### config.mk
export PLATFORM = sky130hd
export DESIGN_NAME = radix_to_ascii_digits_unit
export DESIGN_NICKNAME = d
export VERILOG_FILES = /design/src/sv/rta_pkg.sv /design/src/sv/rta_divider.sv /design/src/sv/rta_digit_store.sv /design/src/sv/radix_to_ascii_digits_unit.sv
export SDC_FILE = /design/constraint.sdc
export NUM_CORES = 1
export LEC_CHECK = 0
export BUFFER_PORTS_ARGS = -buffer_cell sky130_fd_sc_hd__buf_2
export CAP_MARGIN = 20
export CELL_PAD_IN_SITES_DETAIL_PLACEMENT = 0
export CELL_PAD_IN_SITES_GLOBAL_PLACEMENT = 2
export CORE_UTILIZATION = 51
export CTS_BUF_LIST = sky130_fd_sc_hd__clkbuf_4
export DETAILED_ROUTE_END_ITERATION = 10
export PLACE_DENSITY = 0.93
export SLEW_MARGIN = 20
export SYNTH_ARGS = -nofsm -noshare
export SYNTH_HDL_FRONTEND = slang
export SYNTH_HIERARCHICAL = 1
export SYNTH_SLANG_ARGS = --single-unit
### constraint.sdc
create_clock -name clock -period 9.19 [get_ports clock]
set_clock_uncertainty 0.15 [all_clocks]
set_input_delay 0.919 -clock clock [delete_from_list [all_inputs] [get_ports clock]]
set_output_delay 0.919 -clock clock [all_outputs]
set_load 0.02 [all_outputs]
### src/sv/rta_pkg.sv
// ----------------------------------------------------------------------------
// rta_pkg: shared constants and helpers for the radix to ASCII digit unit
// Holds the field widths, the accepted range of bases and the conversion
// from a remainder to its ASCII digit character.
// ----------------------------------------------------------------------------
package rta_pkg;

   // Field widths of the request and response words.
   localparam int NUMBER_W = 32;
   localparam int RADIX_W  = 6;
   localparam int CHAR_W   = 7;
   localparam int REM_W    = 6;

   // Accepted range of bases.
   localparam logic [RADIX_W-1:0] RADIX_MIN = 6'd2;
   localparam logic [RADIX_W-1:0] RADIX_MAX = 6'd36;

   // No conversion ever yields more than this many digits.
   localparam int RESULT_SLOTS = 31;

   // The widest magnitude that a non-negative 32-bit number can carry.
   localparam int MAG_MAX_W = 31;

   // Character constants.
   localparam logic [CHAR_W-1:0] CHAR_ZERO  = 7'd48;
   localparam logic [CHAR_W-1:0] CHAR_NINE  = 7'd57;
   localparam logic [CHAR_W-1:0] LETTER_GAP = 7'd7;

   // Control strobes for the digit store.
   typedef struct packed {
      logic wr_en;
      logic rd_en;
   } store_ctl_type;

   // Remainder to ASCII: digits 0-9 and then letters A-Z.
   function automatic logic [CHAR_W-1:0] ascii_of(input logic [REM_W-1:0] rem);
      logic [CHAR_W-1:0] c;
      c = CHAR_ZERO + {1'b0, rem};
      if (c > CHAR_NINE) begin
         c = c + LETTER_GAP;
      end
      return c;
   endfunction

endpackage

### src/sv/rta_divider.sv
// ----------------------------------------------------------------------------
// rta_divider: shared restoring divider
// Divides an unsigned magnitude by a small base, one quotient bit per
// cycle, and pulses done when the quotient and the remainder are ready.
// ----------------------------------------------------------------------------
module rta_divider
   import rta_pkg::*;
#(
   parameter int DW = 31
) (
   input  logic               clock,
   input  logic               reset,
   input  logic               start,
   input  logic [DW-1:0]      dividend,
   input  logic [RADIX_W-1:0] divisor,
   output logic               done,
   output logic [DW-1:0]      quotient,
   output logic [REM_W-1:0]   remainder
);

   localparam int CNT_W = $clog2(DW + 1);

   logic [DW-1:0]    quo_ff, quo_in;
   logic [REM_W-1:0] rem_ff, rem_in;
   logic [CNT_W-1:0] cnt_ff, cnt_in;
   logic             busy_ff, busy_in;
   logic             done_ff, done_in;

   logic [REM_W:0]   trial;
   logic [REM_W:0]   diff;
   logic             fits;

   // One restoring step: shift in the next dividend bit and try to subtract.
   always_comb begin
      trial = {rem_ff, quo_ff[DW-1]};
      diff  = trial - {1'b0, divisor};
      fits  = (trial >= {1'b0, divisor});
   end

   // Step sequencing.
   always_comb begin
      quo_in  = quo_ff;
      rem_in  = rem_ff;
      cnt_in  = cnt_ff;
      busy_in = busy_ff;
      done_in = 1'b0;
      if (start) begin
         quo_in  = dividend;
         rem_in  = '0;
         cnt_in  = CNT_W'(DW);
         busy_in = 1'b1;
      end else if (busy_ff) begin
         quo_in = {quo_ff[DW-2:0], fits};
         rem_in = fits ? diff[REM_W-1:0] : trial[REM_W-1:0];
         cnt_in = cnt_ff - 1'b1;
         if (cnt_ff == CNT_W'(1)) begin
            busy_in = 1'b0;
            done_in = 1'b1;
         end
      end
   end

   always_ff @(posedge clock) begin
      quo_ff <= quo_in;
      rem_ff <= rem_in;
      cnt_ff <= cnt_in;
      if (reset) begin
         busy_ff <= 1'b0;
         done_ff <= 1'b0;
      end else begin
         busy_ff <= busy_in;
         done_ff <= done_in;
      end
   end

   assign done      = done_ff;
   assign quotient  = quo_ff;
   assign remainder = rem_ff;

endmodule

### src/sv/rta_digit_store.sv
// ----------------------------------------------------------------------------
// rta_digit_store: remainder memory
// Keeps the remainders of one conversion and reads them back, registered,
// as ASCII digit characters.
// ----------------------------------------------------------------------------
module rta_digit_store
   import rta_pkg::*;
#(
   parameter int DEPTH = 32
) (
   input  logic                     clock,
   input  store_ctl_type            ctl,
   input  logic [$clog2(DEPTH)-1:0] wr_idx,
   input  logic [REM_W-1:0]         wr_rem,
   input  logic [$clog2(DEPTH)-1:0] rd_idx,
   output logic [CHAR_W-1:0]        rd_char
);

   logic [REM_W-1:0] mem [DEPTH];
   logic [REM_W-1:0] rd_data_ff;

   // Write port.
   always_ff @(posedge clock) begin
      if (ctl.wr_en) begin
         mem[wr_idx] <= wr_rem;
      end
   end

   // Registered read port.
   always_ff @(posedge clock) begin
      if (ctl.rd_en) begin
         rd_data_ff <= mem[rd_idx];
      end
   end

   assign rd_char = ascii_of(rd_data_ff);

endmodule

### src/sv/radix_to_ascii_digits_unit.sv
// ----------------------------------------------------------------------------
// radix_to_ascii_digits_unit: integer to ASCII digits in bases 2 to 36
// Converts a non-negative number to its digit characters, most significant
// first, one response word per digit.
// ----------------------------------------------------------------------------
// Each request word carries a number and a base. The unit divides the number
// by the base repeatedly on one shared bit-serial divider, stores each
// remainder, then sends the digits most significant first as ASCII ('0'-'9',
// 'A'-'Z'), with tlast on the final digit; zero gives the single digit '0'.
// A base outside 2 to 36 or a negative number gives one word with tuser set,
// data zero and tlast set. The unit takes one request at a time. The divider
// works on MAG_W bits (MAG_W is NUMBER_BITS capped at 31); each digit is read
// back from the store in the fetch and load steps and then held on the
// response side until the response side is ready and takes it.
module radix_to_ascii_digits_unit
   import rta_pkg::*;
#(
   parameter int NUMBER_BITS = 31,
   parameter int DIGIT_SLOTS = 32
) (
   input  logic        clock,
   input  logic        reset,
   // Request: number [31:0], radix [37:32], zero padding [39:38].
   input  logic        req_tvalid,
   output logic        req_tready,
   input  logic [39:0] req_tdata,
   // Response: digit_char [6:0], zero padding [7].
   output logic        rsp_tvalid,
   input  logic        rsp_tready,
   output logic [7:0]  rsp_tdata,
   output logic        rsp_tlast,
   // Response flag: bad_request [0].
   output logic        rsp_tuser
);

   localparam int MAG_W = (NUMBER_BITS >= MAG_MAX_W) ? MAG_MAX_W : NUMBER_BITS;
   localparam int LIMIT = (DIGIT_SLOTS < RESULT_SLOTS) ? DIGIT_SLOTS : RESULT_SLOTS;
   localparam int IDX_W = $clog2(DIGIT_SLOTS);
   localparam logic [IDX_W-1:0] LAST_SLOT = IDX_W'(LIMIT - 1);

   typedef enum logic [2:0] {
      ST_IDLE,
      ST_DIVIDE,
      ST_FETCH,
      ST_LOAD,
      ST_SHOW
   } state_type;

   state_type         state_ff, state_in;
   logic              start_ff, start_in;
   logic [MAG_W-1:0]  value_ff, value_in;
   logic [RADIX_W-1:0] base_ff, base_in;
   logic [IDX_W-1:0]  wr_idx_ff, wr_idx_in;
   logic [IDX_W-1:0]  rd_idx_ff, rd_idx_in;
   logic              rsp_valid_ff, rsp_valid_in;
   logic [CHAR_W-1:0] rsp_char_ff, rsp_char_in;
   logic              rsp_last_ff, rsp_last_in;
   logic              rsp_bad_ff, rsp_bad_in;

   logic [NUMBER_W-1:0] req_number;
   logic [RADIX_W-1:0]  req_radix;
   logic                req_bad;

   logic                div_done;
   logic [MAG_W-1:0]    div_quo;
   logic [REM_W-1:0]    div_rem;
   store_ctl_type       store_ctl;
   logic [CHAR_W-1:0]   store_char;

   // Request word fields and the range check.
   assign req_number = req_tdata[NUMBER_W-1:0];
   assign req_radix  = req_tdata[NUMBER_W +: RADIX_W];
   assign req_bad    = (req_radix < RADIX_MIN) || (req_radix > RADIX_MAX)
                       || req_number[NUMBER_W-1];

   // Shared divider.
   rta_divider #(
      .DW (MAG_W)
   ) u_divider (
      .clock     (clock),
      .reset     (reset),
      .start     (start_ff),
      .dividend  (value_ff),
      .divisor   (base_ff),
      .done      (div_done),
      .quotient  (div_quo),
      .remainder (div_rem)
   );

   // Remainder memory.
   rta_digit_store #(
      .DEPTH (DIGIT_SLOTS)
   ) u_store (
      .clock   (clock),
      .ctl     (store_ctl),
      .wr_idx  (wr_idx_ff),
      .wr_rem  (div_rem),
      .rd_idx  (rd_idx_ff),
      .rd_char (store_char)
   );

   // Store strobes: write each remainder as it appears, read in the fetch step.
   always_comb begin
      store_ctl.wr_en = (state_ff == ST_DIVIDE) && div_done;
      store_ctl.rd_en = (state_ff == ST_FETCH);
   end

   // Sequencer.
   always_comb begin
      state_in     = state_ff;
      start_in     = 1'b0;
      value_in     = value_ff;
      base_in      = base_ff;
      wr_idx_in    = wr_idx_ff;
      rd_idx_in    = rd_idx_ff;
      rsp_valid_in = rsp_valid_ff;
      rsp_char_in  = rsp_char_ff;
      rsp_last_in  = rsp_last_ff;
      rsp_bad_in   = rsp_bad_ff;
      case (state_ff)
         ST_IDLE: begin
            if (req_tvalid) begin
               if (req_bad) begin
                  rsp_valid_in = 1'b1;
                  rsp_char_in  = '0;
                  rsp_last_in  = 1'b1;
                  rsp_bad_in   = 1'b1;
                  state_in     = ST_SHOW;
               end else begin
                  value_in  = req_number[MAG_W-1:0];
                  base_in   = req_radix;
                  wr_idx_in = '0;
                  start_in  = 1'b1;
                  state_in  = ST_DIVIDE;
               end
            end
         end
         ST_DIVIDE: begin
            if (div_done) begin
               if ((div_quo == '0) || (wr_idx_ff == LAST_SLOT)) begin
                  rd_idx_in = wr_idx_ff;
                  state_in  = ST_FETCH;
               end else begin
                  value_in  = div_quo;
                  wr_idx_in = wr_idx_ff + 1'b1;
                  start_in  = 1'b1;
               end
            end
         end
         ST_FETCH: begin
            state_in = ST_LOAD;
         end
         ST_LOAD: begin
            rsp_valid_in = 1'b1;
            rsp_char_in  = store_char;
            rsp_last_in  = (rd_idx_ff == '0);
            rsp_bad_in   = 1'b0;
            state_in     = ST_SHOW;
         end
         ST_SHOW: begin
            if (rsp_tready) begin
               rsp_valid_in = 1'b0;
               if (rsp_last_ff) begin
                  state_in = ST_IDLE;
               end else begin
                  rd_idx_in = rd_idx_ff - 1'b1;
                  state_in  = ST_FETCH;
               end
            end
         end
         default: begin
            state_in = ST_IDLE;
         end
      endcase
   end

   // State and registered outputs.
   always_ff @(posedge clock) begin
      value_ff    <= value_in;
      base_ff     <= base_in;
      wr_idx_ff   <= wr_idx_in;
      rd_idx_ff   <= rd_idx_in;
      rsp_char_ff <= rsp_char_in;
      rsp_last_ff <= rsp_last_in;
      rsp_bad_ff  <= rsp_bad_in;
      if (reset) begin
         state_ff     <= ST_IDLE;
         start_ff     <= 1'b0;
         rsp_valid_ff <= 1'b0;
      end else begin
         state_ff     <= state_in;
         start_ff     <= start_in;
         rsp_valid_ff <= rsp_valid_in;
      end
   end

   // No request word is taken while reset is held.
   assign req_tready = (state_ff == ST_IDLE) && !reset;
   assign rsp_tvalid = rsp_valid_ff;
   assign rsp_tdata  = {1'b0, rsp_char_ff};
   assign rsp_tlast  = rsp_last_ff;
   assign rsp_tuser  = rsp_bad_ff;

endmodule

==> results_dict.tcl, run 1 <==
set metrics [dict create \
    hold_viol_final 0 \
    worstPathBufferInverterCount 2 \
    cp_top_family "simple AND/OR/NAND/NOR gates" \
    cts_tree "done" \
    combPwrFrac_pct 12.1 \
    die_width_um 161 \
    start_kind "flip-flop" \
    power.net_switching_uw 863 \
    grt_start_max_net_pins 53 \
    p_int_mw 2.46 \
    min-delay-start "req_tdata[36]" \
    leakagePower_nw 5.07 \
    post_cts_buffers 0 \
    rsz0062_at_grt "no" \
    htree_levels 3 \
    p_seq_share_pct 53.8 \
    clock-sinks 303 \
    coreArea_um2 24500 \
    synth-seq-cells 303 \
    syn_nets 858 \
    mostFrequentLayoutCell "edfxtp_1" \
    criticalPathCategory "reg2reg" \
    grt_usage_pct 20.1 \
    fp.dieH_um 161 \
    setup_tns_ns 0 \
    required_ns 9.31 \
    antenna_found_initial 2 \
    insertion_delay_ns 0.68 \
    max_stage_delay_ns 0.61 \
    seq_area_frac_synth_pct 69.2 \
    viasPerCell 5.60 \
    status "finished, final reports clean" \
    cp_max_fo 32 \
    arrival_ns 3.31 \
    cts_buffer_depth 3 \
    nets 965 \
    syn_area_um2 12900 \
    slowest_stage "or3b_2" \
    gp_congestion 0.843 \
    num_vias 7190 \
    cp-end-kind "flip-flop" \
    drtPass1Iterations 5 \
    avgSynthCellArea_um2 16.2 \
    drc 0 \
    post-dp-hpwl_mm 16.1 \
    fmax_ghz 0.314 \
    finalCriticalPeriod_ns 3.19 \
    p_per_area_nw_per_um2 229 \
    p_sw_share_pct 26.0 \
    path_cells "nor3b_4 > buf_4 > nand2_1 > clkinv_1 > or3b_2 > nor2_1" \
    setup_violations 0 \
    hp-class "in2reg" \
    initial_core_util_pct 52.5 \
    async_flop_share_pct 0 \
    cts_made_buffers 77 \
    clockPowerShare_pct 34.1 \
    ys_warn_count 6 \
    pre_cts_slack_ns 5.98 \
    critPathLaunch "state_ff[0]$_SDFFE_PP0P_" \
    grt_first_pass_wirelength_mm 39.7 \
    die_area_um2 25900 \
    synthCells 796 \
    routedWlPerCell_um 19.6 \
    grt_overflow_total 0 \
    layout.cells.non_filler 1284 \
    worst_slew_pin_slew_ns 1.07 \
    layout_setup_ws_ns 6.00 \
    synth_cell_type_count 59 \
    place_inst 1148 \
    drive_above_1_share_pct 30.2 \
    final_cell_mix "285 x edfxtp_1, 113 x nand2_1, 104 x clkbuf_4" \
    synth_edf_count 285 \
    ys.flop_type "edfxtp_1" \
    wirelength_mm 25.2 \
    path_clk_slew_ns 0.06 \
    ir_drop_mv 0.110 \
    grt_pass1_vias 7417 \
    num_rows 57 \
    hold_buffers 0 \
    ctsResizeCount 0 \
    maxCapViolCount 0 \
    portBuffers 52 \
    fillers 1850 \
    r2r-start "state_ff[0]$_SDFFE_PP0P_" \
    finalCritPeriodShare_pct 34.7 \
    ant_nets 0 \
    syn2layout_area_growth_pct 12.4 \
    slew_violations 0 \
    ios 56 \
    slew_headroom_pct 28.6 \
    ctsRootBufferMaster "clkbuf_4" \
    dr.first_iter.drc_count 552 \
]
synth_stat cells (5+ instances only):
| master | n | area (µm²) |
|---|---|---|
| xor2_1 | 7 | 61.3 |
| mux2i_1 | 6 | 60.1 |
| and2_1 | 8 | 50.1 |
| mux4_2 | 60 | 1350 |
| nand3_1 | 5 | 25.0 |
| edfxtp_1 | 285 | 8560 |
| buf_2 | 8 | 40.0 |
| ha_1 | 17 | 213 |
| o21ai_0 | 14 | 70.1 |
| a21oi_1 | 12 | 60.1 |
| xnor2_1 | 10 | 87.6 |
| nand2b_1 | 11 | 68.8 |
| nor3_1 | 7 | 35.0 |
| mux2_2 | 38 | 428 |
| inv_1 | 25 | 93.8 |
| dfxtp_1 | 18 | 360 |
| clkbuf_1 | 12 | 45.0 |
| nor2_1 | 56 | 210 |
| nand3b_1 | 5 | 37.5 |
| nand2_1 | 113 | 424 |
| buf_6 | 5 | 56.3 |
| nor4_1 | 9 | 56.3 |
| buf_1 | 7 | 26.3 |
registers in the layout (all words and copies together) (netlist names), 3 cells and up:
| register | cells |
|---|---|
| state_ff | 3 |
| rsp_char_ff | 7 |
| u_divider/quotient | 31 |
| wr_idx_ff | 5 |
| rd_idx_ff | 5 |
| u_store/mem | 192 |
| base_ff | 6 |
| u_divider/cnt_ff | 5 |
| u_store/rd_data_ff | 6 |
| u_divider/remainder | 6 |
| value_ff | 31 |
power groups by stage:
stage / clock [mW] / combinational, mW / sequential (mW)
3_5_place_dp: 0 / 0.406 / 1.82
4_1_cts: 1.16 / 0.410 / 1.79
2_1_floorplan: 0 / 0.242 / 1.82
6_report: 1.13 / 0.402 / 1.79
5_1_grt: 1.24 / 0.449 / 1.80
3_3_place_gp: 0 / 0.378 / 1.81
stage by stage:
step,area (µm²),util [%],total power [mW],hold WS (ns)
after global placement,13500,54.9,2.19,0.325
final,14500,59.1,3.32,0.311
after detailed placement,13500,55.0,2.22,0.331
after floorplan,12900,-,2.07,0.321
after global routing,14500,59.1,3.48,0.266
after CTS,14500,59.1,3.36,0.256
worst reg2reg max path: stages (launching register included):
cell      delay (ns)
dfxtp_1         0.55
nor3b_4         0.25
buf_4           0.36
nand2_1         0.19
clkinv_1        0.15
or3b_2          0.61
nor2_1          0.53
per-layer routing:
metal / GRT usage [%] / wire, µm / vias up
li1: - / - / 3304
met1: 26.7 / 10700 / 3592
met2: 32.7 / 12500 / 252
met3: 4.16 / 1460 / 40
met4: 7.72 / 475 / 2
met5: 0 / 17 / -
kinds of logic (layout without fill, tap and decap cells):
kind of cell	count (synthesis)	in the layout	synth area share (%)
other	1	2	0.0291
XOR/XNOR	17	17	1.15
adder cells (fa/ha/maj)	18	18	1.81
multiplexers	105	105	14.4
AND/OR/NAND/NOR	240	240	8.72
flip-flops	303	303	69.2
buffers and inverters	60	223	2.17
AO/OA/AOI/OAI	52	52	2.56
cell type report:
cell class	instances	area (µm²)	area share (%)
timing repair buffer	62	355	2.45
antenna	1	2.50	0.0173
multi-input combinational	433	3710	25.6
inverter	26	97.6	0.673
tap	324	405	2.80
clock buffer	104	781	5.39
clock inverter	31	220	1.52
sequential	303	8920	61.6
worst paths after layout:
kind                                                     end  slack [ns]  cells past startpoint
worst min-delay path                    base_ff[4]$_DFFE_PP_        0.31                      1
worst max-delay path            u_store/mem[28][0]$_DFFE_PP_        6.00                      6
worst max register to register  u_store/mem[28][0]$_DFFE_PP_        6.00                      6
worst min register to register       rsp_tvalid$_SDFFE_PP0P_        0.34                      2
Note: power is estimated with default switching activity, not from simulation.
==> run 2, diff against run 1 <==
- CORE_UTILIZATION: 51 -> 43
- PLACE_DENSITY: 0.93 -> 0.84
- clock period: 9.19 -> 2.65 ns (I/O delays scaled with it)
==> results_dict.tcl, run 2 (synthesis gave the netlist of run 1 again) <==
set metrics [dict create \
    initial_core_util_pct 43.6 \
    setup_violations 0 \
    ir_drop_mv 0.268 \
    hold_viol_final 0 \
    crit_top_cell "mux4_2" \
    grt_overflow_total 0 \
    mostFrequentLayoutCell "edfxtp_1" \
    routedLengthMet1_mm 11.2 \
    r2r_cells 4 \
    fillers 2520 \
    cts_buffer_depth 3 \
    top_layer_used "met4" \
    critPathLaunch "rd_idx_ff[1]$_DFFE_PP_" \
    p_seq_share_pct 52.8 \
    slew_headroom_pct 51.6 \
    leakagePower_nw 5.49 \
    fmax_ghz 0.402 \
    p_sw_share_pct 26.5 \
    coreArea_um2 29600 \
    reg2reg_slack_ns 0.16 \
    p_per_area_nw_per_um2 744 \
    die_area_um2 30700 \
    combPwrFrac_pct 14.5 \
    die_width_um 175 \
    holdWs_ns 0.0380 \
    maxCapViolCount 0 \
    required_ns 2.91 \
    r2r-start "rd_idx_ff[1]$_DFFE_PP_" \
    setup_tns_ns 0 \
    antenna_found_initial 1 \
    drive_above_1_share_pct 32.2 \
    largest_reg_flops 192 \
    num_vias 7180 \
    dr.first_iter.drc_count 352 \
    slowest_stage "mux4_2" \
    worst_slew_pin_slew_ns 0.726 \
    gp_congestion 0.765 \
    start_kind "flip-flop" \
    grt_first_pass_wirelength_mm 40.1 \
    ios 56 \
    criticalPathCategory "reg2reg" \
    layout.cells.non_filler 1440 \
    p_int_mw 8.39 \
    cp_max_fo 25 \
    hp-class "in2reg" \
    viasPerCell 4.99 \
    rsz0062_at_grt "no" \
    cp-end-kind "flip-flop" \
    post-dp-hpwl_mm 16.3 \
    path_cells "buf_12 > mux4_2 > mux4_2 > mux2_2" \
    finalCritPeriodShare_pct 94.0 \
    num_rows 63 \
    finalCriticalPeriod_ns 2.49 \
    routedWlPerCell_um 17.6 \
    worstReg2RegEnd "u_store/rd_data_ff[4]$_DFFE_PP_" \
    ant_nets 0 \
    fp.dieH_um 175 \
    drtPass1Iterations 4 \
    grt_usage_pct 17.2 \
    clock-sinks 303 \
    portBuffers 52 \
    whs_endpoint "start_ff$_SDFF_PP0_" \
    nets 1056 \
    syn2layout_area_growth_pct 18.9 \
    path_clk_slew_ns 0.06 \
    ctsRootBufferMaster "clkbuf_4" \
    wl_met2_mm 12.7 \
    status "finished, final reports clean" \
    final_util_pct 51.9 \
    grt_start_max_net_pins 43 \
    arrival_ns 2.75 \
    whs_path_depth 4 \
    power.net_switching_mw 3.02 \
    htree_levels 3 \
    largest_register "u_store/mem" \
    final_cell_mix "285 x edfxtp_1, 113 x nand2_1, 109 x clkbuf_4" \
    place_inst 1263 \
    insertion_delay_ns 0.69 \
    wl_met3_um 978 \
    clockPowerShare_pct 32.7 \
    cts_tree "done" \
    wirelength_mm 25.3 \
    slew_violations 0 \
    grt_pass1_vias 7470 \
    min-delay-start "req_tdata[31]" \
    max_stage_delay_ns 0.56 \
    cts_made_buffers 77 \
    drc 0 \
]
[run 2: critical path: cells and delay by family, from the launching register on]
family / cells / cell delay, ns
multiplexers: 3 / 1.35
buffers and inverters: 1 / 0.26
flip-flops: 1 / 0.45
[run 2: final cells by class]
cell class,count,area [µm²],area share [%]
inverter,26,97.6,0.637
clock buffer,109,818,5.34
tap,390,488,3.18
clock inverter,25,119,0.775
multi-input combinational,433,3710,24.2
antenna,1,2.50,0.0163
timing repair buffer,153,1170,7.66
sequential,303,8920,58.2
[run 2: per-layer routing]
layer  vias up  track usage [%]
met3        32             4.03
li1       3486                -
met1      3520             21.8
met5         -                0
met4         0             6.12
met2       142             28.8
[run 2: worst max path at each step]
| stage | slack (ns) | to | cells after the start |
|---|---|---|---|
| global placement | 0.18 | u_store/rd_data_ff[4]$_DFFE_PP_ | 4 |
| global route | 0.1 | u_store/rd_data_ff[2]$_DFFE_PP_ | 4 |
| floorplan | 0.07 | u_store/rd_data_ff[0]$_DFFE_PP_ | 5 |
| finish | 0.16 | u_store/rd_data_ff[4]$_DFFE_PP_ | 4 |
| CTS | 0.14 | u_store/rd_data_ff[2]$_DFFE_PP_ | 4 |
| detailed placement | 0.15 | u_store/rd_data_ff[1]$_DFFE_PP_ | 4 |
[run 2: what timing repair did]
item                                   in CTS  in global routing
endpoints found under the hold margin      49                  0
resized for setup                           0                  0
setup buffers                               0                  0
hold buffers                               42                  0
[run 2: power by group through the flow]
stage                     logic, mW  registers, mW  clock network (mW)
after floorplan               0.841           6.33                   0
after global placement         1.59           6.12                   0
after detailed placement       1.64           6.12                   0
after CTS                      1.70           6.02                3.88
after global routing           1.87           6.04                4.10
final                          1.66           6.02                3.73
[run 2: metrics by stage]
step / setup slack [ns] / instance area (µm²) / power (mW)
after global routing: 0.0998 / 15300 / 12.0
after detailed placement: 0.148 / 14000 / 7.76
after global placement: 0.179 / 14000 / 7.71
after floorplan: 0.0664 / 12900 / 7.17
after CTS: 0.141 / 15300 / 11.6
final: 0.160 / 15300 / 11.4
